**src/hw/rtl/sjf_pkg.sv**
```systemverilog
// Shared types, constants and state encodings of the segment junction finder.
package sjf_pkg;

  localparam int MAX_WIRES_DEF   = 64;
  localparam int COORD_WIDTH_DEF = 16;
  localparam int FIELD_WIDTH     = 16;
  localparam int INDEX_WIDTH     = 6;
  localparam int THRESH_WIDTH    = 32;
  localparam logic [THRESH_WIDTH-1:0] THRESH_RESET = 32'd655;
  localparam int QUEUE_DEPTH     = 4;

  typedef struct packed {
    logic                          clear_store;
    logic signed [FIELD_WIDTH-1:0] start_x;
    logic signed [FIELD_WIDTH-1:0] start_y;
    logic signed [FIELD_WIDTH-1:0] end_x;
    logic signed [FIELD_WIDTH-1:0] end_y;
  } segment_t;

  typedef struct packed {
    logic [INDEX_WIDTH-1:0]        older_index;
    logic [INDEX_WIDTH-1:0]        newer_index;
    logic signed [FIELD_WIDTH-1:0] cross_x;
    logic signed [FIELD_WIDTH-1:0] cross_y;
    logic                          last_junction;
    logic                          store_full;
  } result_t;

  typedef enum logic [1:0] {
    ENTRY_PAIR,
    ENTRY_END,
    ENTRY_FULL
  } entry_kind_t;

  typedef enum logic [2:0] {
    F_IDLE,
    F_SETUP,
    F_BN,
    F_READ,
    F_MULT,
    F_CLASS,
    F_END,
    F_FULL
  } front_state_t;

  typedef enum logic [2:0] {
    B_IDLE,
    B_MUL,
    B_DIV_SETUP,
    B_DIV,
    B_CHECK
  } back_state_t;

endpackage

```
**src/hw/rtl/sjf_queue.sv**
```systemverilog
// Small FIFO that carries classified wire pairs and end or full entries from the front to the back.
module sjf_queue #(
  parameter int WIDTH = 8,
  parameter int DEPTH = sjf_pkg::QUEUE_DEPTH
) (
  input  logic             clk,
  input  logic             rst,
  input  logic             push,
  input  logic [WIDTH-1:0] wdata,
  input  logic             pop,
  output logic [WIDTH-1:0] rdata,
  output logic             full,
  output logic             empty
);

  localparam int PW = (DEPTH > 1) ? $clog2(DEPTH) : 1;
  localparam int CNTW = $clog2(DEPTH + 1);

  logic [WIDTH-1:0] slots [DEPTH];
  logic [PW-1:0]    wr_ptr;
  logic [PW-1:0]    rd_ptr;
  logic [CNTW-1:0]  fill;

  assign full  = (fill == CNTW'(DEPTH));
  assign empty = (fill == '0);
  assign rdata = slots[rd_ptr];

  // Store an entry on push
  always_ff @(posedge clk) begin
    if (push && !full) begin
      slots[wr_ptr] <= wdata;
    end
  end

  // Advance pointers and fill level
  always_ff @(posedge clk) begin
    if (rst) begin
      wr_ptr <= '0;
      rd_ptr <= '0;
      fill   <= '0;
    end else begin
      if (push && !full) begin
        wr_ptr <= (wr_ptr == PW'(DEPTH - 1)) ? '0 : wr_ptr + 1'b1;
      end
      if (pop && !empty) begin
        rd_ptr <= (rd_ptr == PW'(DEPTH - 1)) ? '0 : rd_ptr + 1'b1;
      end
      unique case ({push && !full, pop && !empty})
        2'b10:   fill <= fill + 1'b1;
        2'b01:   fill <= fill - 1'b1;
        default: fill <= fill;
      endcase
    end
  end

endmodule

```
**config.mk**
```make
export PLATFORM = sky130hd
export DESIGN_NAME = sjf_queue
export DESIGN_NICKNAME = d
export VERILOG_FILES = /design/src/hw/rtl/sjf_pkg.sv /design/src/hw/rtl/sjf_queue.sv
export SDC_FILE = /design/constraint.sdc
export NUM_CORES = 1
export LEC_CHECK = 0
export BUFFER_PORTS_ARGS = -buffer_cell sky130_fd_sc_hd__buf_2
export CAP_MARGIN = 20
export CELL_PAD_IN_SITES_DETAIL_PLACEMENT = 0
export CELL_PAD_IN_SITES_GLOBAL_PLACEMENT = 1
export CORE_MARGIN = 2
export CORE_UTILIZATION = 42
export CTS_CLUSTER_DIAMETER = 80
export CTS_CLUSTER_SIZE = 24
export DETAILED_ROUTE_END_ITERATION = 8
export PLACE_DENSITY_LB_ADDON = 0.15
export SYNTH_ARGS = -nofsm -noshare
export SYNTH_HDL_FRONTEND = slang
export SYNTH_SLANG_ARGS = --single-unit
```
**constraint.sdc**
```tcl
create_clock -name clk -period 2.4 [get_ports clk]
set_input_delay 0.48 -clock clk [delete_from_list [all_inputs] [get_ports clk]]
set_output_delay 0.48 -clock clk [all_outputs]
set_load 0.01 [all_outputs]
```
======== Word-level counts from Yosys, hierarchy flattened ========
Memories as Yosys holds them, arrays and structs flattened. A register that Yosys moved wholly into a read port is not among the register bits.
Cells that the tools add are included.
operators by class
  add/sub/neg operators ................... 4
  equal/unequal tests ..................... 5
  multiplexer cells ....................... 7
  reduce and logical (&&, ||, !) cells .... 6
operators by type and width
  kind                                              count
  2-to-1 mux 2 bit                                  4
  == test 2 bit, second input constant              3
  one-hot mux 3 bit (2 select lines)                1
  adder 2 x 1 -> 2 bit, second input constant       2
  adder 3 x 1 -> 3 bit, second input constant       1
  == test 3 bit, second input constant              1
  logical NOT 3 bit                                 1
  subtractor 3 x 1 -> 3 bit, second input constant  1
  == test 2 x 1 -> 1 bit, second input constant     1
  logical AND 1 bit                                 2
  logical NOT 1 bit                                 2
  2-to-1 mux 1 bit                                  2
  nonzero test 2 bit                                1
word-level totals
  register bits ........................... 7
  bits in writable memories ............... 32
  input port bits ......................... 12
  output and inout bits ................... 10
  logic and storage cells ................. 26
  memories ................................ 1
memories
  memory  depth  bits a word  read ports  clocked after memory_dff  wr ports  line             text
  slots   4      8            1           1                         1         sjf_queue.sv:19  logic [WIDTH-1:0] slots [DEPTH];

======== Depth between registers and ports, before layout ========
Gate-level depths: netlist of run 1.
  depth after elaboration ................. 5
  mapped depth ............................ 10
  mapped depth without buffers ............ 9

======== Worst setup path after synthesis of run 1 ========
No wires, ideal clock.
  kind .................................... register to register
  start point ............................. register fill[2]
  end point ............................... register fill[2]
  setup time .............................. 70 ps
  arrival ................................. 2280 ps
  required time ........................... 2330 ps
  path slack .............................. 50 ps
  stages on the path, launching flop included .. 11
  buffers on the path ..................... 1
  clock period less this slack ............ 2350 ps
  cells stage by stage .................... dfxtp_1 or3b_1 buf_6 and2_4 inv_1 ha_1 inv_1 fa_1 xor2_1 or3_2 a21oi_1
on the way
  longest elaborated chain between the ends .. 5
  elaborated cells on any way between the ends .. 12
  classes of those cells .................. 2 x add/sub; 3 x eq/ne; 1 x mux; 6 x reduce/logical
ends and longest elaborated chain
  element                                                                          line                              text
  start: declaration                                                               sjf_queue.sv:22                   logic [CNTW-1:0] fill;
  start signal: assignment                                                         sjf_queue.sv:49                   2'b10: fill <= fill + 1'b1;
  start signal: assignment                                                         sjf_queue.sv:50                   2'b01: fill <= fill - 1'b1;
  start signal: assignment                                                         sjf_queue.sv:51                   default: fill <= fill;
  == test 3 bit / logical NOT 3 bit (equally long branches)                        sjf_queue.sv:24, sjf_queue.sv:25
  logical NOT 1 bit                                                                sjf_queue.sv:48                   unique case ({push && !full, pop && !empty})
  logical AND 1 bit                                                                sjf_queue.sv:48
  == test 2 x 1 -> 1 bit / == test 2 bit (equally long branches)                   sjf_queue.sv:48
  one-hot mux 3 bit (2 select lines) / nonzero test 2 bit (equally long branches)  --
Parallel ways exist; a longest one is shown, timed or not.
A chain may end at the register's enable or synchronous reset.

======== Worst setup path after layout of run 1 ========
  start point ............................. register fill[1]
  end point ............................... register fill[2]
The elaborated chain is that of the path after synthesis.

==> results of run 1 <==
-- metal layers --
| layer | track usage | vias to the layer above | routed length, µm |
|---|---|---|---|
| li1 | - | 421 | - |
| met1 | 0.154 | 401 | 1030 |
| met2 | 0.216 | 19 | 1220 |
| met3 | 0.0507 | 5 | 123 |
| met4 | 0.0459 | 0 | 37 |
| met5 | 0 | - | 0 |
-- cell type report --
type                       instances  share of cell area
clock inverter                     2              0.0179
tap                               48              0.0307
timing repair buffer              28              0.0807
inverter                           8              0.0154
sequential                        41               0.585
multi-input combinational         43               0.235
clock buffer                       5              0.0352
-- how the worst max path moves through the flow --
stage	start	end	slack [ns]	depth (start not counted)
2_1_floorplan	fill[2]$_SDFFE_PP0P_	fill[2]$_SDFFE_PP0P_	0.05	10
3_3_place_gp	fill[1]$_SDFFE_PP0P_	fill[2]$_SDFFE_PP0P_	0.16	9
3_5_place_dp	fill[2]$_SDFFE_PP0P_	fill[2]$_SDFFE_PP0P_	0.09	9
4_1_cts	fill[2]$_SDFFE_PP0P_	fill[2]$_SDFFE_PP0P_	0.07	9
5_1_grt	fill[1]$_SDFFE_PP0P_	fill[2]$_SDFFE_PP0P_	0.007	9
6_report	fill[1]$_SDFFE_PP0P_	fill[2]$_SDFFE_PP0P_	0.1	9
-- flip-flops by register name, summed over array words and instances, names as in the netlist, named ones only --
signal	count
slots	32
wr_ptr	2
rd_ptr	2
fill	3
-- repair_timing --
| item | in CTS | in global routing |
|---|---|---|
| resized for setup | 0 | 3 |
| endpoints found under the setup margin | 0 | 1 |
| hold buffers | 0 | 0 |
| buffers inserted | 0 | 1 |
-- cells by family (layout without fill, tap and decap cells) --
logic type | count (synthesis) | in the layout | synth area share
flip-flops | 41 | 41 | 0.692
AND/OR/NAND/NOR | 17 | 17 | 0.0592
buffers and inverters | 12 | 43 | 0.0326
multiplexers | 9 | 9 | 0.115
AO/OA/AOI/OAI | 8 | 8 | 0.0319
adder cells (fa/ha/maj) | 7 | 7 | 0.0577
XOR/XNOR | 2 | 2 | 0.0106
-- Yosys cell counts --
cell      count
mux2i_1       1
a21o_1        1
o31ai_2       1
fa_1          1
and2_4        1
buf_1         1
buf_6         1
and3_1        2
clkbuf_1      1
mux4_2        8
edfxtp_1     32
inv_1         8
o21ai_0       1
nand2_1       1
dfxtp_1       9
ha_1          6
nand3_1       2
a21oi_1       4
and3_2        2
o31ai_1       1
or3_2         1
nor3_1        2
xor2_1        2
or3b_1        1
or3_1         1
buf_2         1
nor2_1        4
-- cell usage in the layout (no fill, tap or decap), types with 2 or more instances in the layout --
cell       n
clkbuf_8   5
and3_2     2
xor2_1     2
edfxtp_1  32
nor2_1     4
inv_1      8
a21oi_1    3
mux4_2     8
and3_1     2
nand3_1    2
buf_4      7
ha_1       5
dfxtp_1    8
buf_2     21
nor3_1     2
-- power by group through the flow --
stage	clock (mW)	sequential (mW)	combinational [mW]
global placement	0	0.912	0.550
floorplan	0	0.912	0.367
detailed placement	0	0.916	0.551
CTS	0.536	0.901	0.558
global route	0.567	0.914	0.625
finish	0.516	0.900	0.565
-- critical path, stage by stage, from the launching register on --
cell and delay, ns:
dfxtp_1 0.31, or3b_1 0.38, and2_4 0.17, inv_1 0.05
ha_2 0.16, inv_1 0.05, fa_1 0.37, xor2_1 0.17
or3_2 0.43, a21oi_2 0.15
==> run_results.csv, run 1 <==
group,metric,value,unit
status,status,"finished, final reports clean",
cells_and_area,final_cell_area,0.00195,mm²
drt,dr.pass1.iters,4,
placed_design,dpl.cell_count,167,
sta,maxSlewViolCount,0,
cells_and_area,num-nets-final,146,
placed_design,place_ws,0.0926,ns
power,pwr-share-comb,0.285,
die,rows,22,
drt,wirelength,2410,µm
power,pwr-share-clk,0.260,
worst_setup_path,r2r_setup_slack,0.1,ns
worst_setup_path,cp.arrival,2.52,ns
worst_setup_path,r2r_cells,9,
synth,ys_seq_area_frac,0.692,
cts,root_buffer,"clkbuf_8",
cells_and_area,fill_cells,332,
drt,route.detailed.drc,0,
cells_and_area,seq_area,0.00114,mm²
sta,setup_tns,0,ns
min_path,min_from,"wdata[2]",
sta,fmax,435,MHz
cells_and_area,multi_input_area,459,µm²
synth,synth_area_leaders,"edfxtp_1 58%, dfxtp_1 11%, mux4_2 11%",
sta,worst_slew_pin_slew,0.411,ns
power,pwr-share-seq,0.454,
synth,synth_cells,96,
cts,clock_sinks,41,
sta,rsz0062_at_grt,"no",
cells_and_area,final_util,0.526,
drt,routed-via-count,846,
sta,finalHoldViolations,0,
die,initial_core_util,0.443,
power,report.power.total,1.98,mW
min_path,hold_path_class,"input pin to flip-flop",
power,p_leak,0.745,nW
worst_setup_path,cp.required,2.62,ns
sta,setup_ws,0.0993,ns
drt,vias_per_cell,4.83,
sta,holdWs,0.406,ns
cts,worstSkewPairLatency,0.28,ns
die,pin_count,22,
cts,cts_buffer_depth,2,
sta,relSlewSlack,0.726,
min_path,hold_depth,1,
die,die_w,66.6,µm
global_route,grt_max_degree,13,
global_route,grt_antenna_before_repair,0,
cells_and_area,final_cells,175,
worst_setup_path,reg2reg_from,"fill[1]$_SDFFE_PP0P_",
global_route,overflow,0,
drt,drt-wirelength-per-cell,13.8,µm
power,power_density,1010,mW/mm²
drt,first_iter_violations,49,
power,vdd_ir_drop_max,0.000394,V
worst_setup_path,end_kind,"flip-flop",
power,power.internal,1.45,mW
cells_and_area,antenna_cells,0,
cells_and_area,drive_above_1_share,0.402,
sta,finalSetupViolCount,0,
worst_setup_path,r2r-end,"fill[2]$_SDFFE_PP0P_",
die,coreArea,0.00372,mm²
min_path,hold_end,"slots[2][2]$_DFFE_PP_",
cts,cts.clk_slew.worst_paths,0.07,ns
synth,syn_area,0.00165,mm²
power,sw_frac_of_total,0.267,
cts,cts_buffers,5,
synth,synth_top_area_frac,0.583,
synth,synth.largest_area_cell,"edfxtp_1",
flow_run,maxCapViolCount,0,
global_route,grt_pass1_vias,848,
synth,yosys_warnings,0,
die,die-area,0.00444,mm²
worst_setup_path,cp_max_fo,2,
worst_setup_path,critical_path_class,"flip-flop to flip-flop",
synth,synth_fp_nets,115,
placed_design,gp_congestion,0.705,
placed_design,dp_hpwl,1640,µm
sta,clock_skew,0.00363,ns
power,p_sw,0.530,mW
global_route,grt_use_total,0.130,
global_route,grt_pass1_wl,4010,µm
placed_design,dpl-instance-area,0.00183,mm²
cts,h-tree-depth,2,
sta,period_needed,2.30,ns
cts,cts_tree,"built",
synth,ys_ff_latch,41,
synth,synth_cell_type_count,27,
drt,drt.antenna.violating_nets,0,
sta,fin_crit_sh,0.959,
cells_and_area,area_delta_synth_final,18.5,%
synth,synth_area_per_cell,17.2,µm²
worst_setup_path,startpoint_type,"flip-flop",
placed_design,port_buffers,21,
die,die_height,66.6,µm
Power figures use the tool's default switching activity.
==> run 2, diff against run 1 <==
ABC_AREA = 1   (was not set)
CORE_UTILIZATION = 40   (was 42)
==> run 2 against run 1 <==
  * Clock-buffer cell count did not move
  * First-iteration DRC count is 37% lower
  * Sequential power grew 4.7%
  * Global-route usage is 1.0 points higher
  * Core utilization down 2.7 points
  * Cell area grew 3.6%
  * Clock skew up 0.0023 ns
  * Routed wire length grew 25%
==> run_results.csv, run 2 <==
group,metric,value,unit
die,die_height,69.2,µm
cts,cts_buffer_depth,2,
sta,maxSlewViolCount,0,
synth,synth_edf_count,32,
sta,period_needed,1.97,ns
worst_setup_path,cp.arrival,1.49,ns
die,rows,23,
synth,ys_ff_latch,41,
synth,synth_top_flop_cell,"edfxtp_1",
cells_and_area,largest_reg_flops,32,
worst_setup_path,startpoint_type,"flip-flop",
synth,async_flop_share,0,
cells_and_area,area_delta_synth_final,18.8,%
drt,drt.antenna.violating_nets,0,
cells_and_area,final_cells,230,
sta,fmax,508,MHz
sta,finalHoldViolations,0,
global_route,grt_pass1_wl,5240,µm
die,coreArea,0.00406,mm²
synth,synth_cells,148,
worst_setup_path,critical_path_class,"flip-flop to primary output",
placed_design,gp_congestion,0.712,
cells_and_area,layout_commonest_cell,"edfxtp_1",
synth,synth_area_leaders,"edfxtp_1 56%, dfxtp_1 11%, nor2_1 6.2%",
cts,worstSkewPairLatency,0.29,ns
power,power_density,1100,mW/mm²
synth,yosys_warnings,0,
worst_setup_path,cp_max_fo,16,
status,status,"finished, final reports clean",
drt,vias_per_cell,4.89,
synth,synth.largest_area_cell,"edfxtp_1",
sta,rsz0062_at_grt,"no",
drt,route.detailed.drc,0,
sta,clock_skew,0.00588,ns
cts,cts_tree,"built",
die,die_w,69.2,µm
worst_setup_path,end_kind,"primary output",
global_route,overflow,0,
die,initial_core_util,0.420,
drt,first_iter_violations,31,
drt,dr.pass1.iters,5,
power,vdd_ir_drop_max,0.000500,V
cts,cts.clk_slew.worst_paths,0.08,ns
cts,h-tree-depth,2,
cts,cts_resized,0,
cts,ctsHoldBuffers,0,
cts,clock_sinks,41,
synth,synth_cell_type_count,19,
cells_and_area,antenna_cells,0,
cells_and_area,reg_top3,"slots: 32 flops, fill: 3 flops",
cells_and_area,num-nets-final,198,
sta,fin_crit_sh,0.820,
min_path,hold_path_class,"input pin to flip-flop",
synth,synth_area_per_cell,11.5,µm²
cells_and_area,layout_common_cells,"32 x edfxtp_1, 28 x nor2_1, 21 x buf_2",
cells_and_area,drive_above_1_share,0.228,
cells_and_area,fill_cells,381,
global_route,grt_use_total,0.141,
placed_design,dp_hpwl,2110,µm
cells_and_area,regMostFlops,"slots",
synth,synth_common_cells,"32 x edfxtp_1, 28 x nor2_1, 19 x inv_1, 14 x o21ai_0, 12 x nand2_1",
cts,cts_buffers,5,
cts,post_cts_buffers,0,
worst_setup_path,cp.required,1.92,ns
power,p_leak,0.829,nW
synth,synth_top_area_frac,0.564,
sta,finalSetupViolCount,0,
die,die-area,0.00479,mm²
placed_design,dpl.cell_count,222,
cts,root_buffer,"clkbuf_8",
sta,worst_slew_pin_slew,0.352,ns
synth,syn_area,0.00170,mm²
synth,ys_seq_area_frac,0.670,
global_route,grt_pass1_vias,1128,
drt,drt-wirelength-per-cell,13.1,µm
drt,wirelength,3010,µm
sta,setup_tns,0,ns
global_route,grt_max_degree,17,
global_route,grt_antenna_before_repair,0,
flow_run,maxCapViolCount,0,
sta,relSlewSlack,0.765,
synth,synth_fp_nets,167,
synth,synth.most_common_cell,"edfxtp_1",
placed_design,port_buffers,21,
die,pin_count,22,
drt,routed-via-count,1125,
run 2: changes by cell type after synthesis, sizes merged, moves of 4 or more:
cell,delta
mux4,-8
o21ai,+17
and3,-4
nand2,+13
o22ai,+8
nor2,+26
inv,+12
run 2: logic make-up after synthesis:
kind of cell,after synthesis,synth area share
AOI/OAI and AO/OA,30,0.0985
adders and majority gates,7,0.0558
buffers and inverters,22,0.0573
and+or+nand+nor,48,0.118
DFF,41,0.670
run 2: worst paths after layout:
| kind | depth (start not counted) | from | end | slack, ns |
|---|---|---|---|---|
| worst max register to register | 11 | fill[1]$_SDFFE_PP0P_ | fill[2]$_SDFFE_PP0P_ | 0.60 |
| worst min-delay path | 1 | wdata[2] | slots[2][2]$_DFFE_PP_ | 0.40 |
| worst min register to register | 2 | rd_ptr[1]$_SDFFE_PP0P_ | rd_ptr[1]$_SDFFE_PP0P_ | 0.54 |
| worst max-delay path | 4 | flip-flop | rdata[2] | 0.43 |
run 2: worst max-delay path, cell delays in order, from the launching register on:
cell and delay (ns):
dfxtp_1 0.52, inv_2 0.22, o21ai_0 0.22, o22ai_1 0.09, buf_2 0.15
run 2: metrics by stage:
stage | total power [mW] | worst slack, ns | cell area (µm²) | utilization | hold slack, ns
6_report | 2.22 | 0.431 | 2020 | 0.499 | 0.403
5_1_grt | 2.38 | 0.241 | 2020 | 0.499 | 0.396
4_1_cts | 2.24 | 0.397 | 2020 | 0.499 | 0.396
3_5_place_dp | 1.60 | 0.640 | 1890 | 0.465 | 0.531
3_3_place_gp | 1.58 | 0.656 | 1890 | 0.465 | 0.516
2_1_floorplan | 1.38 | 0.778 | 1700 | - | 0.483
run 2: power by group:
part	total, mW	leakage (nW)	switching [mW]	internal (mW)
combinational	0.631	0.393	0.388	0.242
sequential	0.942	0.368	0.0718	0.870
clock	0.649	0.0687	0.231	0.418
run 2: final cells by class:
| class | count | area, µm² | area share |
|---|---|---|---|
| flip-flops and latches | 41 | 1140 | 0.564 |
| repair buffers | 26 | 143 | 0.0705 |
| clock inverters | 3 | 68.8 | 0.0340 |
| clock buffers | 5 | 68.8 | 0.0340 |
| well taps | 50 | 62.6 | 0.0309 |
| multi-input cells | 85 | 464 | 0.229 |
| inverters | 20 | 75.1 | 0.0371 |
run 2: layer usage:
layer | global-route usage | up-vias | wire (µm)
met3 | 0.0378 | 6 | 110
met5 | 0 | - | 0
li1 | - | 563 | -
met1 | 0.167 | 538 | 1320
met4 | 0.0588 | 0 | 57
met2 | 0.240 | 18 | 1520
