**src/hw/rtl/sjf_pkg.sv**
```systemverilog
// Shared types, constants and state encodings of the segment junction finder.
package sjf_pkg;

  localparam int MAX_WIRES_DEF   = 64;
  localparam int COORD_WIDTH_DEF = 16;
  localparam int FIELD_WIDTH     = 16;
  localparam int INDEX_WIDTH     = 6;
  localparam int THRESH_WIDTH    = 32;
  localparam logic [THRESH_WIDTH-1:0] THRESH_RESET = 32'd655;
  localparam int QUEUE_DEPTH     = 4;

  typedef struct packed {
    logic                          clear_store;
    logic signed [FIELD_WIDTH-1:0] start_x;
    logic signed [FIELD_WIDTH-1:0] start_y;
    logic signed [FIELD_WIDTH-1:0] end_x;
    logic signed [FIELD_WIDTH-1:0] end_y;
  } segment_t;

  typedef struct packed {
    logic [INDEX_WIDTH-1:0]        older_index;
    logic [INDEX_WIDTH-1:0]        newer_index;
    logic signed [FIELD_WIDTH-1:0] cross_x;
    logic signed [FIELD_WIDTH-1:0] cross_y;
    logic                          last_junction;
    logic                          store_full;
  } result_t;

  typedef enum logic [1:0] {
    ENTRY_PAIR,
    ENTRY_END,
    ENTRY_FULL
  } entry_kind_t;

  typedef enum logic [2:0] {
    F_IDLE,
    F_SETUP,
    F_BN,
    F_READ,
    F_MULT,
    F_CLASS,
    F_END,
    F_FULL
  } front_state_t;

  typedef enum logic [2:0] {
    B_IDLE,
    B_MUL,
    B_DIV_SETUP,
    B_DIV,
    B_CHECK
  } back_state_t;

endpackage

```
**src/hw/rtl/sjf_back.sv**
```systemverilog
// Back part: serial multiply and divide per pair, box test and result output.
module sjf_back #(
  parameter int MAX_WIRES   = sjf_pkg::MAX_WIRES_DEF,
  parameter int COORD_WIDTH = sjf_pkg::COORD_WIDTH_DEF,
  parameter int QW          = 8
) (
  input  logic                          clk,
  input  logic                          rst,
  input  logic                          q_empty,
  input  logic [QW-1:0]                 q_data,
  output logic                          q_pop,
  input  logic signed [COORD_WIDTH-1:0] new_x0,
  input  logic signed [COORD_WIDTH-1:0] new_y0,
  input  logic signed [COORD_WIDTH-1:0] new_x1,
  input  logic signed [COORD_WIDTH-1:0] new_y1,
  input  logic signed [2*COORD_WIDTH:0] new_bn,
  input  logic [$clog2(MAX_WIRES)-1:0]  new_index,
  output sjf_pkg::result_t              result,
  output logic                          result_valid,
  output logic                          done
);

  localparam int C    = COORD_WIDTH;
  localparam int IW   = $clog2(MAX_WIRES);
  localparam int DW   = 2 * C + 3;
  localparam int AW   = 2 * C + 1;
  localparam int NW   = 3 * C + 3;
  localparam int RW   = NW + 1;
  localparam int QTW  = C + 1;
  localparam int XW   = C + 2;
  localparam int KW   = $clog2(C + 2);
  localparam int OW   = sjf_pkg::FIELD_WIDTH;
  localparam int EW   = (XW > OW) ? XW : OW;
  localparam int P_DET  = AW;
  localparam int P_Y1   = P_DET + DW;
  localparam int P_X1   = P_Y1 + C;
  localparam int P_Y0   = P_X1 + C;
  localparam int P_X0   = P_Y0 + C;
  localparam int P_IDX  = P_X0 + C;
  localparam int P_KIND = P_IDX + IW;

  sjf_pkg::back_state_t state, state_next;

  // Head of queue fields
  sjf_pkg::entry_kind_t  h_kind;
  logic [IW-1:0]         h_idx;
  logic signed [C-1:0]   h_x0, h_y0, h_x1, h_y1;
  logic signed [DW-1:0]  h_det;
  logic signed [AW-1:0]  h_ao;

  // Pair registers
  logic signed [C-1:0]   o_x0, o_y0, o_x1, o_y1;
  logic signed [DW-1:0]  det_r;
  logic [IW-1:0]         oidx;
  logic signed [NW-1:0]  mcand;
  logic [C:0]            mx, my;
  logic signed [NW-1:0]  accx, accy;
  logic [KW-1:0]         k;
  logic                  phase;
  logic [RW-1:0]         rx, ry, dsh;
  logic [QTW-1:0]        qx, qy;
  logic                  negx, negy, ovfx, ovfy;

  // Pending result, held until the next one or the end of the wire
  logic                  pend_valid;
  logic [IW-1:0]         pend_idx;
  logic signed [OW-1:0]  pend_x, pend_y;

  logic                  sub;
  logic signed [NW-1:0]  termx, termy;
  logic signed [C:0]     dxn, dyn, dxo, dyo;
  logic [NW-1:0]         nx_mag, ny_mag;
  logic [DW-1:0]         d_mag;
  logic signed [XW-1:0]  x, y;
  logic signed [EW-1:0]  xe, ye;
  logic                  hit;
  logic                  last_step;

  function automatic logic in_range(input logic signed [XW-1:0] v,
                                    input logic signed [XW-1:0] a,
                                    input logic signed [XW-1:0] b);
    logic signed [XW-1:0] lo;
    logic signed [XW-1:0] hi;
    lo = (a < b) ? a : b;
    hi = (a < b) ? b : a;
    return (lo <= v) && (v <= hi);
  endfunction

  // Unpack the queue head
  always_comb begin
    h_kind = sjf_pkg::entry_kind_t'(q_data[P_KIND +: 2]);
    h_idx  = q_data[P_IDX +: IW];
    h_x0   = signed'(q_data[P_X0 +: C]);
    h_y0   = signed'(q_data[P_Y0 +: C]);
    h_x1   = signed'(q_data[P_X1 +: C]);
    h_y1   = signed'(q_data[P_Y1 +: C]);
    h_det  = signed'(q_data[P_DET +: DW]);
    h_ao   = signed'(q_data[AW-1:0]);
  end

  // Arithmetic terms
  always_comb begin
    dxn       = (C+1)'(new_x0) - (C+1)'(new_x1);
    dyn       = (C+1)'(new_y0) - (C+1)'(new_y1);
    dxo       = (C+1)'(o_x0) - (C+1)'(o_x1);
    dyo       = (C+1)'(o_y0) - (C+1)'(o_y1);
    last_step = (k == KW'(C));
    sub       = phase ^ last_step;
    termx     = mx[0] ? mcand : '0;
    termy     = my[0] ? mcand : '0;
    nx_mag    = accx[NW-1] ? NW'(-accx) : NW'(accx);
    ny_mag    = accy[NW-1] ? NW'(-accy) : NW'(accy);
    d_mag     = det_r[DW-1] ? DW'(-det_r) : DW'(det_r);
    x         = negx ? -signed'(XW'(qx)) : signed'(XW'(qx));
    y         = negy ? -signed'(XW'(qy)) : signed'(XW'(qy));
    xe        = EW'(x);
    ye        = EW'(y);
    hit       = !ovfx && !ovfy &&
                in_range(x, XW'(o_x0), XW'(o_x1)) && in_range(x, XW'(new_x0), XW'(new_x1)) &&
                in_range(y, XW'(o_y0), XW'(o_y1)) && in_range(y, XW'(new_y0), XW'(new_y1));
  end

  // Next state
  always_comb begin
    state_next = state;
    unique case (state)
      sjf_pkg::B_IDLE: begin
        if (!q_empty && h_kind == sjf_pkg::ENTRY_PAIR) begin
          state_next = sjf_pkg::B_MUL;
        end
      end
      sjf_pkg::B_MUL: begin
        if (last_step && phase) begin
          state_next = sjf_pkg::B_DIV_SETUP;
        end
      end
      sjf_pkg::B_DIV_SETUP: state_next = sjf_pkg::B_DIV;
      sjf_pkg::B_DIV: begin
        if (last_step) begin
          state_next = sjf_pkg::B_CHECK;
        end
      end
      sjf_pkg::B_CHECK: state_next = sjf_pkg::B_IDLE;
      default:          state_next = sjf_pkg::B_IDLE;
    endcase
  end

  // Queue pop and end of wire
  always_comb begin
    q_pop = 1'b0;
    done  = 1'b0;
    if (state == sjf_pkg::B_IDLE && !q_empty) begin
      q_pop = 1'b1;
      done  = (h_kind != sjf_pkg::ENTRY_PAIR);
    end
  end

  // Control state
  always_ff @(posedge clk) begin
    if (rst) begin
      state        <= sjf_pkg::B_IDLE;
      pend_valid   <= 1'b0;
      result_valid <= 1'b0;
    end else begin
      state        <= state_next;
      result_valid <= 1'b0;
      if (state == sjf_pkg::B_IDLE && !q_empty && h_kind != sjf_pkg::ENTRY_PAIR) begin
        result_valid <= (h_kind == sjf_pkg::ENTRY_FULL) || pend_valid;
        pend_valid   <= 1'b0;
      end else if (state == sjf_pkg::B_CHECK && hit) begin
        result_valid <= pend_valid;
        pend_valid   <= 1'b1;
      end
    end
  end

  // Result register and pending junction
  always_ff @(posedge clk) begin
    if (state == sjf_pkg::B_IDLE && !q_empty && h_kind != sjf_pkg::ENTRY_PAIR) begin
      if (h_kind == sjf_pkg::ENTRY_FULL) begin
        result.older_index   <= '0;
        result.newer_index   <= '0;
        result.cross_x       <= '0;
        result.cross_y       <= '0;
        result.last_junction <= 1'b0;
        result.store_full    <= 1'b1;
      end else begin
        result.older_index   <= sjf_pkg::INDEX_WIDTH'(pend_idx);
        result.newer_index   <= sjf_pkg::INDEX_WIDTH'(new_index);
        result.cross_x       <= pend_x;
        result.cross_y       <= pend_y;
        result.last_junction <= 1'b1;
        result.store_full    <= 1'b0;
      end
    end else if (state == sjf_pkg::B_CHECK && hit) begin
      result.older_index   <= sjf_pkg::INDEX_WIDTH'(pend_idx);
      result.newer_index   <= sjf_pkg::INDEX_WIDTH'(new_index);
      result.cross_x       <= pend_x;
      result.cross_y       <= pend_y;
      result.last_junction <= 1'b0;
      result.store_full    <= 1'b0;
      pend_idx             <= oidx;
      pend_x               <= xe[OW-1:0];
      pend_y               <= ye[OW-1:0];
    end
  end

  // Serial multiply and divide datapath
  always_ff @(posedge clk) begin
    unique case (state)
      sjf_pkg::B_IDLE: begin
        if (!q_empty && h_kind == sjf_pkg::ENTRY_PAIR) begin
          o_x0  <= h_x0;
          o_y0  <= h_y0;
          o_x1  <= h_x1;
          o_y1  <= h_y1;
          det_r <= h_det;
          oidx  <= h_idx;
          mcand <= NW'(h_ao);
          mx    <= dxn;
          my    <= dyn;
          accx  <= '0;
          accy  <= '0;
          k     <= '0;
          phase <= 1'b0;
        end
      end
      sjf_pkg::B_MUL: begin
        accx <= sub ? accx - termx : accx + termx;
        accy <= sub ? accy - termy : accy + termy;
        if (last_step) begin
          mcand <= NW'(new_bn);
          mx    <= dxo;
          my    <= dyo;
          k     <= '0;
          phase <= 1'b1;
        end else begin
          mcand <= mcand << 1;
          mx    <= mx >> 1;
          my    <= my >> 1;
          k     <= k + 1'b1;
        end
      end
      sjf_pkg::B_DIV_SETUP: begin
        negx <= accx[NW-1] ^ det_r[DW-1];
        negy <= accy[NW-1] ^ det_r[DW-1];
        ovfx <= RW'(nx_mag) >= (RW'(d_mag) << (C + 1));
        ovfy <= RW'(ny_mag) >= (RW'(d_mag) << (C + 1));
        rx   <= RW'(nx_mag);
        ry   <= RW'(ny_mag);
        dsh  <= RW'(d_mag) << C;
        qx   <= '0;
        qy   <= '0;
        k    <= '0;
      end
      sjf_pkg::B_DIV: begin
        if (rx >= dsh) begin
          rx <= rx - dsh;
          qx <= {qx[QTW-2:0], 1'b1};
        end else begin
          qx <= {qx[QTW-2:0], 1'b0};
        end
        if (ry >= dsh) begin
          ry <= ry - dsh;
          qy <= {qy[QTW-2:0], 1'b1};
        end else begin
          qy <= {qy[QTW-2:0], 1'b0};
        end
        dsh <= dsh >> 1;
        k   <= k + 1'b1;
      end
      default: begin
        k <= k;
      end
    endcase
  end

endmodule

```
**config.mk**
```make
export PLATFORM = sky130hd
export DESIGN_NAME = sjf_back
export DESIGN_NICKNAME = d
export VERILOG_FILES = /design/src/hw/rtl/sjf_pkg.sv /design/src/hw/rtl/sjf_back.sv
export SDC_FILE = /design/constraint.sdc
export NUM_CORES = 1
export LEC_CHECK = 0
export BUFFER_PORTS_ARGS = -buffer_cell sky130_fd_sc_hd__buf_2
export CORE_MARGIN = 10
export CORE_UTILIZATION = 26
export CTS_CLUSTER_DIAMETER = 80
export CTS_CLUSTER_SIZE = 8
export DETAILED_ROUTE_END_ITERATION = 8
export GPL_TIMING_DRIVEN = 0
export PLACE_DENSITY = 0.86
export SYNTH_ARGS = -nofsm -noshare
export SYNTH_HDL_FRONTEND = slang
export SYNTH_SLANG_ARGS = --single-unit
```
**constraint.sdc**
```tcl
create_clock -name clk -period 3.7 [get_ports clk]
set_input_delay 0.37 -clock clk [delete_from_list [all_inputs] [get_ports clk]]
set_output_delay 0.37 -clock clk [all_outputs]
set_load 0.03 [all_outputs]
```
Yosys cells after proc, flatten, opt, wreduce, memory -nomap -nowiden
Index checks and enable logic that the tools add are counted.
Storage, ports and cells
  register bits after elaboration: 8
  input bits: 114
  output and inout port bits: 49
  logic and storage cells: 22
Operators by class
  add/sub/neg operators: 1
  eq/ne operators: 6
  mux-type cells: 7
  bitwise gates (word level): 1
  reduce and logical (&&, ||, !) cells: 5
Operator list (count)
  5-bit one-hot mux with 3 select lines: 1
  3-bit one-hot mux with 4 select lines: 1
  3-bit by 2-bit equality test with 1-bit output (second input constant): 2
  3-bit two-way mux: 2
  5-bit by 1-bit adder with 5-bit output (second input constant): 1
  5-bit equality test (second input constant): 1
  5-bit two-way mux: 1
  2-bit inequality test (second input constant): 2
  3-bit by 1-bit equality test with 1-bit output (second input constant): 1
  3-bit zero test: 1
  3-bit AND reduction: 1
  3-bit nonzero test: 1
  1-bit two-way mux: 2
  1-bit logical AND: 1
  1-bit zero test: 1
  1-bit NOT: 1

Depth between registers and ports, before layout
Gate-level depths: netlist of the first run.
  depth after elaboration: 3
  depth in mapped cells: 5
  depth with buffers taken out: 5

Worst setup path before layout of the first run
Ideal clock, no wire load.
  kind: register -> output
  start: reg state[2]
  end: out q_pop
  data arrival time: 1325 ps
  data required time: 3330 ps
  slack: 2005 ps
  stages on the path, launching flop included: 2
  buffers on the path: 0
  cell sequence: dfxtp_1 > nor4_1
On the way
  word-level cells in the longest chain between the ends: 3
RTL lines
  from (decl): line sjf_back.sv:42  | sjf_pkg::back_state_t state, state_next;
  from (signal assigned): line sjf_back.sv:161  | state <= sjf_pkg::B_IDLE;
  from (signal assigned): line sjf_back.sv:165  | state <= state_next;
  3-bit zero test
  1-bit logical AND
  1-bit two-way mux: line sjf_back.sv:152  | if (state == sjf_pkg::B_IDLE && !q_empty) begin
  to (decl): line sjf_back.sv:11  | output logic q_pop,
Every way passes these cells.

Worst setup path in the final report of the first run
  start: reg k[0]
  end: reg k[2], data pin
On the way
  word-level cells in the longest chain between the ends: 3
  elaborated cells on any way between the ends: 4
  those cells by class: 1 x add/sub; 1 x eq/ne; 2 x mux
RTL lines
  from (decl): line sjf_back.sv:58  | logic [KW-1:0] k;
  from (signal assigned): line sjf_back.sv:241  | k <= k + 1'b1;
  from (signal assigned): line sjf_back.sv:270  | k <= k + 1'b1;
  from (signal assigned): line sjf_back.sv:273  | k <= k;
  5-bit by 1-bit adder with 5-bit output or 5-bit equality test (tied branches): line sjf_back.sv:241, sjf_back.sv:270, sjf_back.sv:107
  5-bit two-way mux: line sjf_back.sv:231  | if (last_step) begin
  5-bit one-hot mux with 3 select lines *: line sjf_back.sv:210  | unique case (state)
Mark *: on every way between the ends. The rest lies on a longest branch, timed or not.
A chain may end at the register's enable or synchronous reset.

==> tab_implementation.tex, run 1 <==
\begin{tabular}{lr}
\hline
Metric & Value \\
\hline
\multicolumn{2}{l}{\textbf{Floorplan}} \\
Number of placement rows & 19 \\
Initial Util & 27.5\% \\
Chip width & 74.5 um \\
Area of the die & 5550 um2 \\
I/O pin count & 163 \\
Die height & 74.5 um \\
Area inside the core boundary & 2810 um2 \\
\multicolumn{2}{l}{\textbf{Finish}} \\
Share of post-route cells with drive strength above 1 & 40.7\% \\
Diodes inserted & 0 \\
Area occupied by multi-input gates & 363 um2 \\
Fill cells & 305 \\
Total Nets Final & 257 \\
Area Growth Syn to Fin & 33.2\% \\
Combined flip-flop and latch cell area & 210 um2 \\
\multicolumn{2}{l}{\textbf{Logic synthesis}} \\
Share of flip-flops with an asynchronous set or reset after synthesis & 0\% \\
Number of instances in the synthesized netlist & 86 \\
Total number of yosys warnings & 0 \\
Synth cell count leaders & 48 x sky130\_fd\_sc\_hd\_\_buf\_4, 8 x sky130\_fd\_sc\_hd\_\_nor2\_1, 5 x sky130\_fd\_sc\_hd\_\_edfxtp\_1 \\
Synth Area per Inst & 8.98 um2 \\
Leading cell type by number of instances after synthesis & sky130\_fd\_sc\_hd\_\_buf\_4 \\
Most used DFF post-synth & sky130\_fd\_sc\_hd\_\_edfxtp\_1 \\
Fraction of post-synthesis cell area in the top cell type by area & 46.7\% \\
Number of flops mapped to enable cells by yosys & 5 \\
Number of synthesized register bits & 8 \\
Sequential element share of the synthesized area & 27.2\% \\
Library cell with the largest summed area after synthesis & sky130\_fd\_sc\_hd\_\_buf\_4 \\
Synth Cell Area & 772 um2 \\
Count of distinct cell types in the synthesized netlist & 19 \\
Area contributors post-synth & sky130\_fd\_sc\_hd\_\_buf\_4 47\%, sky130\_fd\_sc\_hd\_\_edfxtp\_1 19\%, sky130\_fd\_sc\_hd\_\_dfxtp\_1 7.8\% \\
\multicolumn{2}{l}{\textbf{Place}} \\
Placed wire-length estimate & 1330 um \\
Port-buffer cells & 3 \\
Gp weighted congestion & 0.715 \\
Place WS & 2.24 ns \\
\multicolumn{2}{l}{\textbf{Route}} \\
Total via count in the routed design & 530 \\
Remaining design rule violation count & 0 \\
Total wire length after detailed routing & 1420 um \\
Wire per inst & 8.30 um \\
Number of vias per cell & 3.10 \\
First DRT Iteration DRCs & 6 \\
Number of detailed-route iterations in the first pass & 2 \\
Final antenna-violating net count & 0 \\
\multicolumn{2}{l}{\textbf{Run}} \\
Max Cap Violations & 0 \\
\multicolumn{2}{l}{\textbf{CTS}} \\
Clk sink count & 8 \\
Total number of H-tree levels & 1 \\
Register clock-pin slew on the reported worst setup and hold paths & 0.05 ns \\
Number of buffers added for setup after CTS & 0 \\
Source-to-sink clock delay at the later pin of the worst-skew pair & 0.25 ns \\
Quantity of hold-fixing buffers added after cts & 0 \\
CTS Buffer Depth & 2 \\
Post-CTS resize count & 0 \\
CTS tree & done \\
Total CTS buffers & 3 \\
Clock tree root driver cell & sky130\_fd\_sc\_hd\_\_clkbuf\_4 \\
\multicolumn{2}{l}{\textbf{Setup path}} \\
Family with the most delay on the worst path & flip-flops \\
Slowest stage cell, crit path & sky130\_fd\_sc\_hd\_\_edfxtp\_1 \\
Worst path buffer plus inverter count & 1 \\
Critical Path Source Type & register \\
Peak fanout along the critical path & 5 \\
Crit path largest cell delay & 0.43 ns \\
Endpoint arrival time on the critical path & 1.45 ns \\
Capture instance of the worst register-to-register path & k[2]\$\_DFFE\_PP\_ \\
CP Cell Sequence & inv\_1, ha\_1, nor4bb\_4, mux2\_4, nor2\_1 \\
R2r startpoint & k[0]\$\_DFFE\_PP\_ \\
Critical setup path kind & reg -> reg \\
Element type at the critical path end & register \\
R2R setup slack & 2.25 ns \\
Number of cells traversed by the worst register-to-register path & 5 \\
Worst path required time & 3.70 ns \\
\multicolumn{2}{l}{\textbf{Timing}} \\
Setup repair after global routing missed its margin & no \\
Maximum clock rate & 689 MHz \\
Count of endpoints failing setup in the final report & 0 \\
Crit path time final & 1.45 ns \\
Worst-case clock skew & 0.000253 ns \\
Part of the cycle the worst path needs & 39.2\% \\
Hold violation total from the final report & 0 \\
Aggregate negative setup slack & 0 ns \\
Worst setup margin & 2.25 ns \\
Minimum hold slack & 0.298 ns \\
Max-slew violations & 0 \\
\multicolumn{2}{l}{\textbf{GRT}} \\
GRT Resource Usage Total & 5.11\% \\
Aggregate global routing overflow & 0 \\
First-pass GRT wire length & 2170 um \\
Maximum number of pins on one net before global-route repair & 7 \\
Antenna violations before repair & 0 \\
Number of global-route vias before repair & 519 \\
\multicolumn{2}{l}{\textbf{Pwr}} \\
Peak supply drop & 0.125 mV \\
Leakage power summed over all cells & 0.610 nW \\
Total power divided by cell area & 267 nW/um2 \\
Overall power after layout & 0.000274 W \\
\multicolumn{2}{l}{\textbf{Worst hold path}} \\
Endpoint, Worst Hold & state[0]\$\_SDFFE\_PP0P\_ \\
Hold Path Origin & rst \\
Worst Hold Class & in -> reg \\
Number of stages on the worst hold path & 2 \\
\multicolumn{2}{l}{\textbf{Outcome}} \\
Outcome & completed \\
\hline
\end{tabular}
## stage by stage
step	cells	utilization [%]	instance area (um2)
4_1_cts	171	36.7	1030
3_3_place_gp	167	35.7	1000
3_5_place_dp	167	35.7	1000
5_1_grt	171	36.7	1030
2_1_floorplan	133	-	948
6_report	171	36.7	1030
## worst max path at each step
stage / start / to / slack, ns / cells after the start
2_1_floorplan: state[2]$_SDFFE_PP0P_ / q_pop / 2.01 / 1
3_3_place_gp: k[0]$_DFFE_PP_ / k[4]$_DFFE_PP_ / 2.28 / 5
3_5_place_dp: k[0]$_DFFE_PP_ / k[2]$_DFFE_PP_ / 2.24 / 5
4_1_cts: k[0]$_DFFE_PP_ / k[2]$_DFFE_PP_ / 2.23 / 5
5_1_grt: k[0]$_DFFE_PP_ / k[3]$_DFFE_PP_ / 2.14 / 5
6_report: k[0]$_DFFE_PP_ / k[2]$_DFFE_PP_ / 2.25 / 5
## layout make-up
cell class                 count  share of cell area (%)
multi-input combinational     73                    35.3
sequential                     8                    20.4
buffer                        48                    35.0
inverter                       4                    1.46
timing repair buffer           3                    1.46
clock buffer                   4                    2.55
tap                           31                    3.77
## power breakdown
part	internal (W)	switching (W)	total [W]
combinational	0.0000355	0.0000750	0.000111
sequential	0.0000937	0.000000000000000250	0.0000937
clock	0.0000412	0.0000289	0.0000702
total	0.000170	0.000104	0.000274
## cells by family after synthesis
family / count (synthesis) / share of synthesized area (%)
buf+inv: 52 / 48.6
compound gates: 1 / 0.648
other cells: 1 / 0.486
simple gates: 18 / 14.4
fa+ha+maj: 2 / 3.24
xor+xnor: 3 / 3.40
mux: 1 / 1.94
flops: 8 / 27.2
## worst register-to-register path: stages (launching register included)
cell                       delay [ns]
sky130_fd_sc_hd__edfxtp_1        0.43
sky130_fd_sc_hd__inv_1           0.08
sky130_fd_sc_hd__ha_1            0.14
sky130_fd_sc_hd__nor4bb_4        0.26
sky130_fd_sc_hd__mux2_4          0.24
sky130_fd_sc_hd__nor2_1          0.05
## cells in the final DEF (no fill, tap or decap)
master                     netlist  routed
sky130_fd_sc_hd__mux2_4          1       1
sky130_fd_sc_hd__nor4_1          2       2
sky130_fd_sc_hd__nor2_1          8       8
sky130_fd_sc_hd__dfxtp_1         3       3
sky130_fd_sc_hd__ha_1            2       2
sky130_fd_sc_hd__buf_2           0       3
sky130_fd_sc_hd__nand4b_1        1       1
sky130_fd_sc_hd__nand3_1         2       2
sky130_fd_sc_hd__xor2_1          2       2
sky130_fd_sc_hd__buf_4          48      48
sky130_fd_sc_hd__inv_1           4       4
sky130_fd_sc_hd__edfxtp_1        5       5
sky130_fd_sc_hd__clkbuf_4        0       3
sky130_fd_sc_hd__o21ai_1         1       1
sky130_fd_sc_hd__nand2_1         1       1
sky130_fd_sc_hd__nor4bb_4        1       1
sky130_fd_sc_hd__nand2b_1        1       1
sky130_fd_sc_hd__clkbuf_1        0       1
sky130_fd_sc_hd__and2_4          1       1
sky130_fd_sc_hd__and3_1          1       1
sky130_fd_sc_hd__conb_1          1      48
sky130_fd_sc_hd__xnor2_1         1       1
## sequential cells by signal, indices dropped and copies added, names as in the netlist
name   cells
k          5
state      3
## per-layer routing
| layer | vias up | routed length [um] | GRT usage [%] |
|---|---|---|---|
| met2 | 42 | 530 | 6.82 |
| met1 | 201 | 448 | 3.55 |
| met4 | 0 | 10 | 3.15 |
| li1 | 285 | - | - |
| met3 | 2 | 431 | 7.45 |
| met5 | - | 0 | 0 |
No activity file was read; power rests on OpenSTA's default activity.
==> run 2: changes to the inputs <==
Settings changed: ABC_AREA set to 1, CORE_UTILIZATION 26 to 24, PLACE_DENSITY 0.86 to 0.8.
Clock period 3.7 ns to 1.47 ns, I/O delays scaled along.
==> run 2 against run 1 <==
- fmax rose by 7.5%
- combinational power rose to 2.5 times the previous value
- count of clock-buffer cells in the layout is the same
- total power increased to 2.5 times the previous value
- worst hold slack lost 0.15 ns
- non-clock buffer count stayed put
- critical path depth rose by 2
- register-to-register slack worse by 2.1 ns
- cell area rose by 2.4%
- sequential power grew to 2.5 times the previous value
- clock power rose to 2.6 times the previous value
==> tab_implementation.tex, run 2 <==
\begin{tabular}{lr}
\hline
Metric & Value \\
\hline
\multicolumn{2}{l}{\textbf{CTS}} \\
Source-to-sink clock delay at the later pin of the worst-skew pair & 0.25 ns (about the same) \\
Quantity of hold-fixing buffers added after cts & 0 (unchanged) \\
CTS Buffer Depth & 2 (unchanged) \\
Post-CTS resize count & 0 (unchanged) \\
Clk sink count & 8 (unchanged) \\
Clock tree root driver cell & sky130\_fd\_sc\_hd\_\_clkbuf\_4 (unchanged) \\
Number of buffers added for setup after CTS & 0 (unchanged) \\
Register clock-pin slew on the reported worst setup and hold paths & 0.06 ns (was 0.05 ns) \\
CTS tree & done (unchanged) \\
Total CTS buffers & 3 (unchanged) \\
Total number of H-tree levels & 1 (unchanged) \\
\multicolumn{2}{l}{\textbf{Timing}} \\
Hold violation total from the final report & 0 (unchanged) \\
Crit path time final & 1.35 ns (was 1.45 ns) \\
Setup repair after global routing missed its margin & no (unchanged) \\
Worst-case clock skew & 0.00310 ns (was 0.000253 ns) \\
Max-slew violations & 0 (unchanged) \\
Part of the cycle the worst path needs & 91.8\% (was 39.2\%) \\
Maximum clock rate & 741 MHz (was 689 MHz) \\
Worst setup margin & 0.120 ns (was 2.25 ns) \\
Count of endpoints failing setup in the final report & 0 (unchanged) \\
Aggregate negative setup slack & 0 ns (unchanged) \\
\multicolumn{2}{l}{\textbf{Floorplan}} \\
Area inside the core boundary & 3080 um2 (was 2810 um2) \\
Initial Util & 25.4\% (was 27.5\%) \\
I/O pin count & 163 (unchanged) \\
Die height & 77.0 um (was 74.5 um) \\
Number of placement rows & 20 (was 19) \\
Chip width & 77.0 um (was 74.5 um) \\
Area of the die & 5930 um2 (was 5550 um2) \\
\multicolumn{2}{l}{\textbf{Logic synthesis}} \\
Total number of yosys warnings & 0 (unchanged) \\
Library cell with the largest summed area after synthesis & sky130\_fd\_sc\_hd\_\_buf\_4 (unchanged) \\
Number of instances in the synthesized netlist & 96 (was 86) \\
Number of flops mapped to enable cells by yosys & 5 (unchanged) \\
Number of synthesized register bits & 8 (unchanged) \\
Share of flip-flops with an asynchronous set or reset after synthesis & 0\% (unchanged) \\
Leading cell type by number of instances after synthesis & sky130\_fd\_sc\_hd\_\_buf\_4 (unchanged) \\
Count of distinct cell types in the synthesized netlist & 16 (was 19) \\
Sequential element share of the synthesized area & 26.9\% (was 27.2\%) \\
Fraction of post-synthesis cell area in the top cell type by area & 46.2\% (was 46.7\%) \\
Synth cell count leaders & 48 x sky130\_fd\_sc\_hd\_\_buf\_4, 12 x sky130\_fd\_sc\_hd\_\_nor2\_1, 9 x sky130\_fd\_sc\_hd\_\_inv\_1 (was 48 x sky130\_fd\_sc\_hd\_\_buf\_4, 8 x sky130\_fd\_sc\_hd\_\_nor2\_1, 5 x sky130\_fd\_sc\_hd\_\_edfxtp\_1) \\
Area contributors post-synth & sky130\_fd\_sc\_hd\_\_buf\_4 46\%, sky130\_fd\_sc\_hd\_\_edfxtp\_1 19\%, sky130\_fd\_sc\_hd\_\_dfxtp\_1 7.7\% (was sky130\_fd\_sc\_hd\_\_buf\_4 47\%, sky130\_fd\_sc\_hd\_\_edfxtp\_1 19\%, sky130\_fd\_sc\_hd\_\_dfxtp\_1 7.8\%) \\
Synth Cell Area & 781 um2 (was 772 um2) \\
Most used DFF post-synth & sky130\_fd\_sc\_hd\_\_edfxtp\_1 (unchanged) \\
Synth Area per Inst & 8.13 um2 (was 8.98 um2) \\
\multicolumn{2}{l}{\textbf{Run}} \\
Max Cap Violations & 0 (unchanged) \\
\multicolumn{2}{l}{\textbf{Pwr}} \\
Total internal power & 0.000430 W (was 0.000170 W) \\
Net switching power & 0.000266 W (was 0.000104 W) \\
Clk network pwr share & 26.1\% (was 25.6\%) \\
Peak supply drop & 0.169 mV (was 0.125 mV) \\
Switching share of power & 38.3\% (was 37.9\%) \\
Overall power after layout & 0.000696 W (was 0.000274 W) \\
Combinational fraction of design power & 40.1\% (was 40.3\%) \\
Part of the power in registers & 33.9\% (was 34.1\%) \\
Leakage power summed over all cells & 0.611 nW (was 0.610 nW) \\
Total power divided by cell area & 661 nW/um2 (was 267 nW/um2) \\
\multicolumn{2}{l}{\textbf{Finish}} \\
Total Nets Final & 267 (was 257) \\
Biggest registers after layout & k: 5 flops, state: 3 flops (unchanged) \\
Area Growth Syn to Fin & 34.9\% (was 33.2\%) \\
Number of cells in the finished layout apart from fillers & 194 (was 171) \\
Register containing the most flip-flops in the final layout & k (unchanged) \\
Share of post-route cells with drive strength above 1 & 38.7\% (was 40.7\%) \\
Most frequent cells in the layout & 48 x sky130\_fd\_sc\_hd\_\_buf\_4, 48 x sky130\_fd\_sc\_hd\_\_conb\_1, 12 x sky130\_fd\_sc\_hd\_\_nor2\_1, 9 x sky130\_fd\_sc\_hd\_\_inv\_1 (was 48 x sky130\_fd\_sc\_hd\_\_buf\_4, 48 x sky130\_fd\_sc\_hd\_\_conb\_1, 8 x sky130\_fd\_sc\_hd\_\_nor2\_1, 5 x sky130\_fd\_sc\_hd\_\_edfxtp\_1, 4 x sky130\_fd\_sc\_hd\_\_inv\_1) \\
Diodes inserted & 0 (unchanged) \\
Number of flip-flops in the largest register & 5 (unchanged) \\
\multicolumn{2}{l}{\textbf{Setup path}} \\
Critical Path Source Type & register (unchanged) \\
Critical setup path kind & reg -> reg (unchanged) \\
Most repeated library cell on the critical path & sky130\_fd\_sc\_hd\_\_inv\_1 \\
Element type at the critical path end & register (unchanged) \\
Slowest stage cell, crit path & sky130\_fd\_sc\_hd\_\_edfxtp\_1 (unchanged) \\
Endpoint arrival time on the critical path & 1.35 ns (was 1.45 ns) \\
Peak fanout along the critical path & 5 (unchanged) \\
Crit path largest cell delay & 0.44 ns (was 0.43 ns) \\
Worst path required time & 1.47 ns (was 3.70 ns) \\
CP Cell Sequence & inv\_1, ha\_1, nand2\_1, inv\_1, nand3\_2, o21ai\_2, nor2\_1 (was inv\_1, ha\_1, nor4bb\_4, mux2\_4, nor2\_1) \\
\multicolumn{2}{l}{\textbf{Route}} \\
Remaining design rule violation count & 0 (unchanged) \\
Final antenna-violating net count & 0 (unchanged) \\
Total via count in the routed design & 563 (was 530) \\
First DRT Iteration DRCs & 18 (was 6) \\
Number of detailed-route iterations in the first pass & 2 (unchanged) \\
Number of vias per cell & 2.90 (was 3.10) \\
Wire per inst & 7.65 um (was 8.30 um) \\
Total wire length after detailed routing & 1490 um (was 1420 um) \\
\multicolumn{2}{l}{\textbf{Place}} \\
Port-buffer cells & 3 (unchanged) \\
Placed wire-length estimate & 1370 um (was 1330 um) \\
Instance count after placement with tap cells included & 190 (was 167) \\
Gp weighted congestion & 0.753 (was 0.715) \\
Place WS & 0.116 ns (was 2.24 ns) \\
\multicolumn{2}{l}{\textbf{Worst hold path}} \\
Worst Hold Class & in -> reg (unchanged) \\
\multicolumn{2}{l}{\textbf{Outcome}} \\
Outcome & completed (unchanged) \\
\multicolumn{2}{l}{\textbf{GRT}} \\
Number of global-route vias before repair & 568 (was 519) \\
GRT Resource Usage Total & 5.03\% (was 5.11\%) \\
Aggregate global routing overflow & 0 (unchanged) \\
Maximum number of pins on one net before global-route repair & 6 (was 7) \\
First-pass GRT wire length & 2350 um (was 2170 um) \\
Antenna violations before repair & 0 (unchanged) \\
\hline
\end{tabular}
## run 2: cell types whose count changed in the layout (fill, tap and decap cells not counted), moves of 2 or more
cell and change:
sky130_fd_sc_hd__nand2_1 +4, sky130_fd_sc_hd__inv_1 +5, sky130_fd_sc_hd__nand3_2 +2, sky130_fd_sc_hd__nor2_1 +4
## run 2: cells by family after synthesis
logic type               after synthesis  share of synthesized area [%]
buffers and inverters                 57                           50.5
AO/OA/AOI/OAI                          1                           1.12
flip-flops                             8                           26.9
AND/OR/NAND/NOR                       24                           14.4
XOR/XNOR                               3                           3.37
adder cells (fa/ha/maj)                2                           3.20
other                                  1                          0.480
## run 2: worst paths after layout
check / from / end / slack, ns / cells past startpoint
setup reg to reg: k[0]$_DFFE_PP_ / k[3]$_DFFE_PP_ / 0.12 / 7
setup / recovery: k[0]$_DFFE_PP_ / k[3]$_DFFE_PP_ / 0.12 / 7
hold reg to reg: state[1]$_SDFFE_PP0P_ / state[2]$_SDFFE_PP0P_ / 0.56 / 2
hold / removal: rst / state[1]$_SDFFE_PP0P_ / 0.14 / 4
## run 2: metal layers
layer | part of all wire [%] | routed length (um) | GRT usage, % | vias to the layer above
met2 | 31 | 457 | 5.48 | 47
met5 | 0 | 0 | 0 | -
met3 | 29 | 427 | 6.18 | 2
li1 | - | - | - | 306
met1 | 38 | 571 | 4.44 | 208
met4 | 1.9 | 28 | 4.93 | 0
## run 2: cell type report
class / instances / area (um2)
Tap cell: 44 / 55.1
Buffer: 48 / 360
Sequential cell: 8 / 210
Clock buffer: 4 / 26.3
Timing Repair Buffer: 3 / 15.0
Inverter: 9 / 33.8
Fill cell: 324 / 2020
Multi-Input combinational cell: 78 / 353
## run 2: through the flow
stage,hold slack [ns],util [%],instance area (um2)
6_report,0.144,34.2,1050
4_1_cts,0.137,34.2,1050
5_1_grt,0.166,34.2,1050
3_3_place_gp,0.399,33.4,1030
3_5_place_dp,0.415,33.4,1030
2_1_floorplan,0.305,-,957
## run 2: critical path, delay by kind of cell, from the launching register on
kind / cells / cell delay [ns]
buffers and inverters: 2 / 0.18
adder cells (fa/ha/maj): 1 / 0.14
flip-flops: 1 / 0.44
AO/OA/AOI/OAI: 1 / 0.12
AND/OR/NAND/NOR: 3 / 0.21
## run 2: power groups by stage
stage	Clock [W]	Combinational [W]	Sequential [W]
floorplan	0	0.000264	0.000241
global placement	0	0.000268	0.000241
detailed placement	0	0.000268	0.000241
CTS	0.000193	0.000268	0.000236
global route	0.000209	0.000298	0.000235
finish	0.000182	0.000279	0.000236
==> run 3: changes to the inputs <==
Settings changed: CORE_ASPECT_RATIO set to 0.75.
==> run 3 against run 2 <==
- clock power grew 55%
- clock skew increased by 0.0042 ns
- sequential power hardly changed
- via count is 3.4% lower
- cell area rose by 1.1%
- sequential cell count unchanged
- setup slack improved by 0.013 ns
- non-clock buffer count is the same
- critical path type unchanged
- largest power group is now the clock network
- highest routed layer unchanged
==> tab_implementation.tex, run 3 (synthesized netlist as in run 2, its figures left out) <==
\begin{tabular}{lr}
\hline
Metric & Value \\
\hline
\multicolumn{2}{l}{\textbf{GRT}} \\
GRT Resource Usage Total & 4.48\% (was 5.03\%) \\
Number of global-route vias before repair & 500 (was 568) \\
Maximum number of pins on one net before global-route repair & 6 (unchanged) \\
Antenna violations before repair & 0 (unchanged) \\
First-pass GRT wire length & 2240 um (was 2350 um) \\
Aggregate global routing overflow & 0 (unchanged) \\
\multicolumn{2}{l}{\textbf{Route}} \\
Total via count in the routed design & 544 (was 563) \\
Number of vias per cell & 2.89 (was 2.90) \\
Total wire length after detailed routing & 1470 um (was 1490 um) \\
Number of detailed-route iterations in the first pass & 4 (was 2) \\
Remaining design rule violation count & 0 (unchanged) \\
Final antenna-violating net count & 0 (unchanged) \\
Wire per inst & 7.82 um (was 7.65 um) \\
First DRT Iteration DRCs & 8 (was 18) \\
\multicolumn{2}{l}{\textbf{Setup path}} \\
Element type at the critical path end & register (unchanged) \\
Capture instance of the worst register-to-register path & k[0]\$\_DFFE\_PP\_ (was k[3]\$\_DFFE\_PP\_) \\
Number of cells traversed by the worst register-to-register path & 7 (unchanged) \\
Worst path required time & 1.45 ns (was 1.47 ns) \\
R2R setup slack & 0.13 ns (was 0.12 ns) \\
R2r startpoint & k[0]\$\_DFFE\_PP\_ (unchanged) \\
Critical path capture point & k[0]\$\_DFFE\_PP\_ (was k[3]\$\_DFFE\_PP\_) \\
Critical setup path kind & reg -> reg (unchanged) \\
Critical Path Source Type & register (unchanged) \\
Peak fanout along the critical path & 5 (unchanged) \\
Endpoint arrival time on the critical path & 1.32 ns (was 1.35 ns) \\
Crit. Startpoint & k[0]\$\_DFFE\_PP\_ (unchanged) \\
\multicolumn{2}{l}{\textbf{Floorplan}} \\
Initial Util & 25.8\% (was 25.4\%) \\
Number of placement rows & 17 (was 20) \\
Area of the die & 5960 um2 (was 5930 um2) \\
Chip width & 85.9 um (was 77.0 um) \\
I/O pin count & 163 (unchanged) \\
Die height & 69.4 um (was 77.0 um) \\
Area inside the core boundary & 3020 um2 (was 3080 um2) \\
\multicolumn{2}{l}{\textbf{CTS}} \\
Quantity of hold-fixing buffers added after cts & 0 (unchanged) \\
Post-CTS resize count & 0 (unchanged) \\
CTS Buffer Depth & 2 (unchanged) \\
Total number of H-tree levels & 1 (unchanged) \\
Clock tree root driver cell & sky130\_fd\_sc\_hd\_\_clkbuf\_8 (was sky130\_fd\_sc\_hd\_\_clkbuf\_4) \\
Clk sink count & 8 (unchanged) \\
Source-to-sink clock delay at the later pin of the worst-skew pair & 0.23 ns (was 0.25 ns) \\
Register clock-pin slew on the reported worst setup and hold paths & 0.05 ns (was 0.06 ns) \\
CTS tree & done (unchanged) \\
Total CTS buffers & 3 (unchanged) \\
Number of buffers added for setup after CTS & 0 (unchanged) \\
\multicolumn{2}{l}{\textbf{Place}} \\
Port-buffer cells & 3 (unchanged) \\
Gp weighted congestion & 0.742 (was 0.753) \\
Placed wire-length estimate & 1350 um (was 1370 um) \\
\multicolumn{2}{l}{\textbf{Timing}} \\
Aggregate negative setup slack & 0 ns (unchanged) \\
Part of the cycle the worst path needs & 90.9\% (was 91.8\%) \\
Count of endpoints failing setup in the final report & 0 (unchanged) \\
Crit path time final & 1.34 ns (was 1.35 ns) \\
Worst-case clock skew & 0.00725 ns (was 0.00310 ns) \\
Max-slew violations & 0 (unchanged) \\
Setup repair after global routing missed its margin & no (unchanged) \\
Minimum hold slack & 0.175 ns (was 0.144 ns) \\
Maximum clock rate & 748 MHz (was 741 MHz) \\
Hold violation total from the final report & 0 (unchanged) \\
\multicolumn{2}{l}{\textbf{Finish}} \\
Combined flip-flop and latch cell area & 210 um2 (unchanged) \\
Number of flip-flops in the largest register & 5 (unchanged) \\
Total Nets Final & 267 (unchanged) \\
Diodes inserted & 0 (unchanged) \\
Fill cells & 304 (was 324) \\
Area Growth Syn to Fin & 36.4\% (was 34.9\%) \\
Biggest registers after layout & k: 5 flops, state: 3 flops (unchanged) \\
Register containing the most flip-flops in the final layout & k (unchanged) \\
Share of post-route cells with drive strength above 1 & 38.7\% (unchanged) \\
Area occupied by multi-input gates & 353 um2 (unchanged) \\
Most frequent cells in the layout & 48 x sky130\_fd\_sc\_hd\_\_buf\_4, 48 x sky130\_fd\_sc\_hd\_\_conb\_1, 12 x sky130\_fd\_sc\_hd\_\_nor2\_1, 9 x sky130\_fd\_sc\_hd\_\_inv\_1 (unchanged) \\
\multicolumn{2}{l}{\textbf{Pwr}} \\
Total power divided by cell area & 749 nW/um2 (was 661 nW/um2) \\
Leakage power summed over all cells & 0.619 nW (was 0.611 nW) \\
Peak supply drop & 0.367 mV (was 0.169 mV) \\
\multicolumn{2}{l}{\textbf{Worst hold path}} \\
Worst Hold Class & in -> reg (unchanged) \\
Number of stages on the worst hold path & 4 (unchanged) \\
\multicolumn{2}{l}{\textbf{Outcome}} \\
Outcome & completed (unchanged) \\
\multicolumn{2}{l}{\textbf{Run}} \\
Max Cap Violations & 0 (unchanged) \\
\hline
\end{tabular}
-- run 3: cell types whose count changed in the layout (fill, tap and decap cells not counted) --
cell / before / now
sky130_fd_sc_hd__clkbuf_4: 3 / 0
sky130_fd_sc_hd__clkbuf_8: 0 / 3
-- run 3: final cells by class --
type / instances / area share (%)
Buffer: 48 / 33.8
Clock buffer: 4 / 4.23
Inverter: 9 / 3.17
Multi-Input combinational cell: 78 / 33.1
Sequential cell: 8 / 19.7
Tap cell: 38 / 4.47
Timing Repair Buffer: 3 / 1.41
-- run 3: per-stage QoR --
step                      setup slack [ns]  area (um2)  instances  power, W  utilization [%]
final                                0.133        1060        188  0.000797             35.3
after global routing                0.0234        1060        188  0.000830             35.3
after CTS                            0.132        1060        188  0.000793             35.3
after detailed placement             0.160        1020        184  0.000509             33.8
after global placement               0.171        1020        184  0.000508             33.8
after floorplan                    0.00431         957        143  0.000504                -
-- run 3: where the power goes --
group / internal, W / leakage, nW / total, W / switching [W]
combinational: 0.0000899 / 0.538 / 0.000278 / 0.000188
sequential: 0.000237 / 0.0582 / 0.000237 / 0
clock: 0.000189 / 0.0228 / 0.000283 / 0.0000940
-- run 3: per-layer routing --
layer | up-vias | routed length [um] | GRT usage, %
li1 | 306 | - | -
met1 | 197 | 499 | 3.93
met2 | 39 | 570 | 6.39
met3 | 2 | 382 | 4.45
met4 | 0 | 19 | 2.72
met5 | - | 0 | 0
-- run 3: worst min-delay path by stage --
stage / startpoint / endpoint / slack [ns]
2_1_floorplan: rst / state[1]$_SDFFE_PP0P_ / 0.31
3_3_place_gp: rst / state[1]$_SDFFE_PP0P_ / 0.40
3_5_place_dp: rst / state[1]$_SDFFE_PP0P_ / 0.41
4_1_cts: rst / state[1]$_SDFFE_PP0P_ / 0.17
5_1_grt: rst / state[1]$_SDFFE_PP0P_ / 0.19
6_report: rst / state[1]$_SDFFE_PP0P_ / 0.17
-- run 3: worst max-delay path, stage by stage (launching register included) --
cell and delay (ns):
sky130_fd_sc_hd__edfxtp_1 0.42, sky130_fd_sc_hd__inv_1 0.08, sky130_fd_sc_hd__ha_1 0.14, sky130_fd_sc_hd__nand2_1 0.06, sky130_fd_sc_hd__inv_1 0.11, sky130_fd_sc_hd__nand3_2 0.09
sky130_fd_sc_hd__o21ai_2 0.12, sky130_fd_sc_hd__nor2_1 0.07
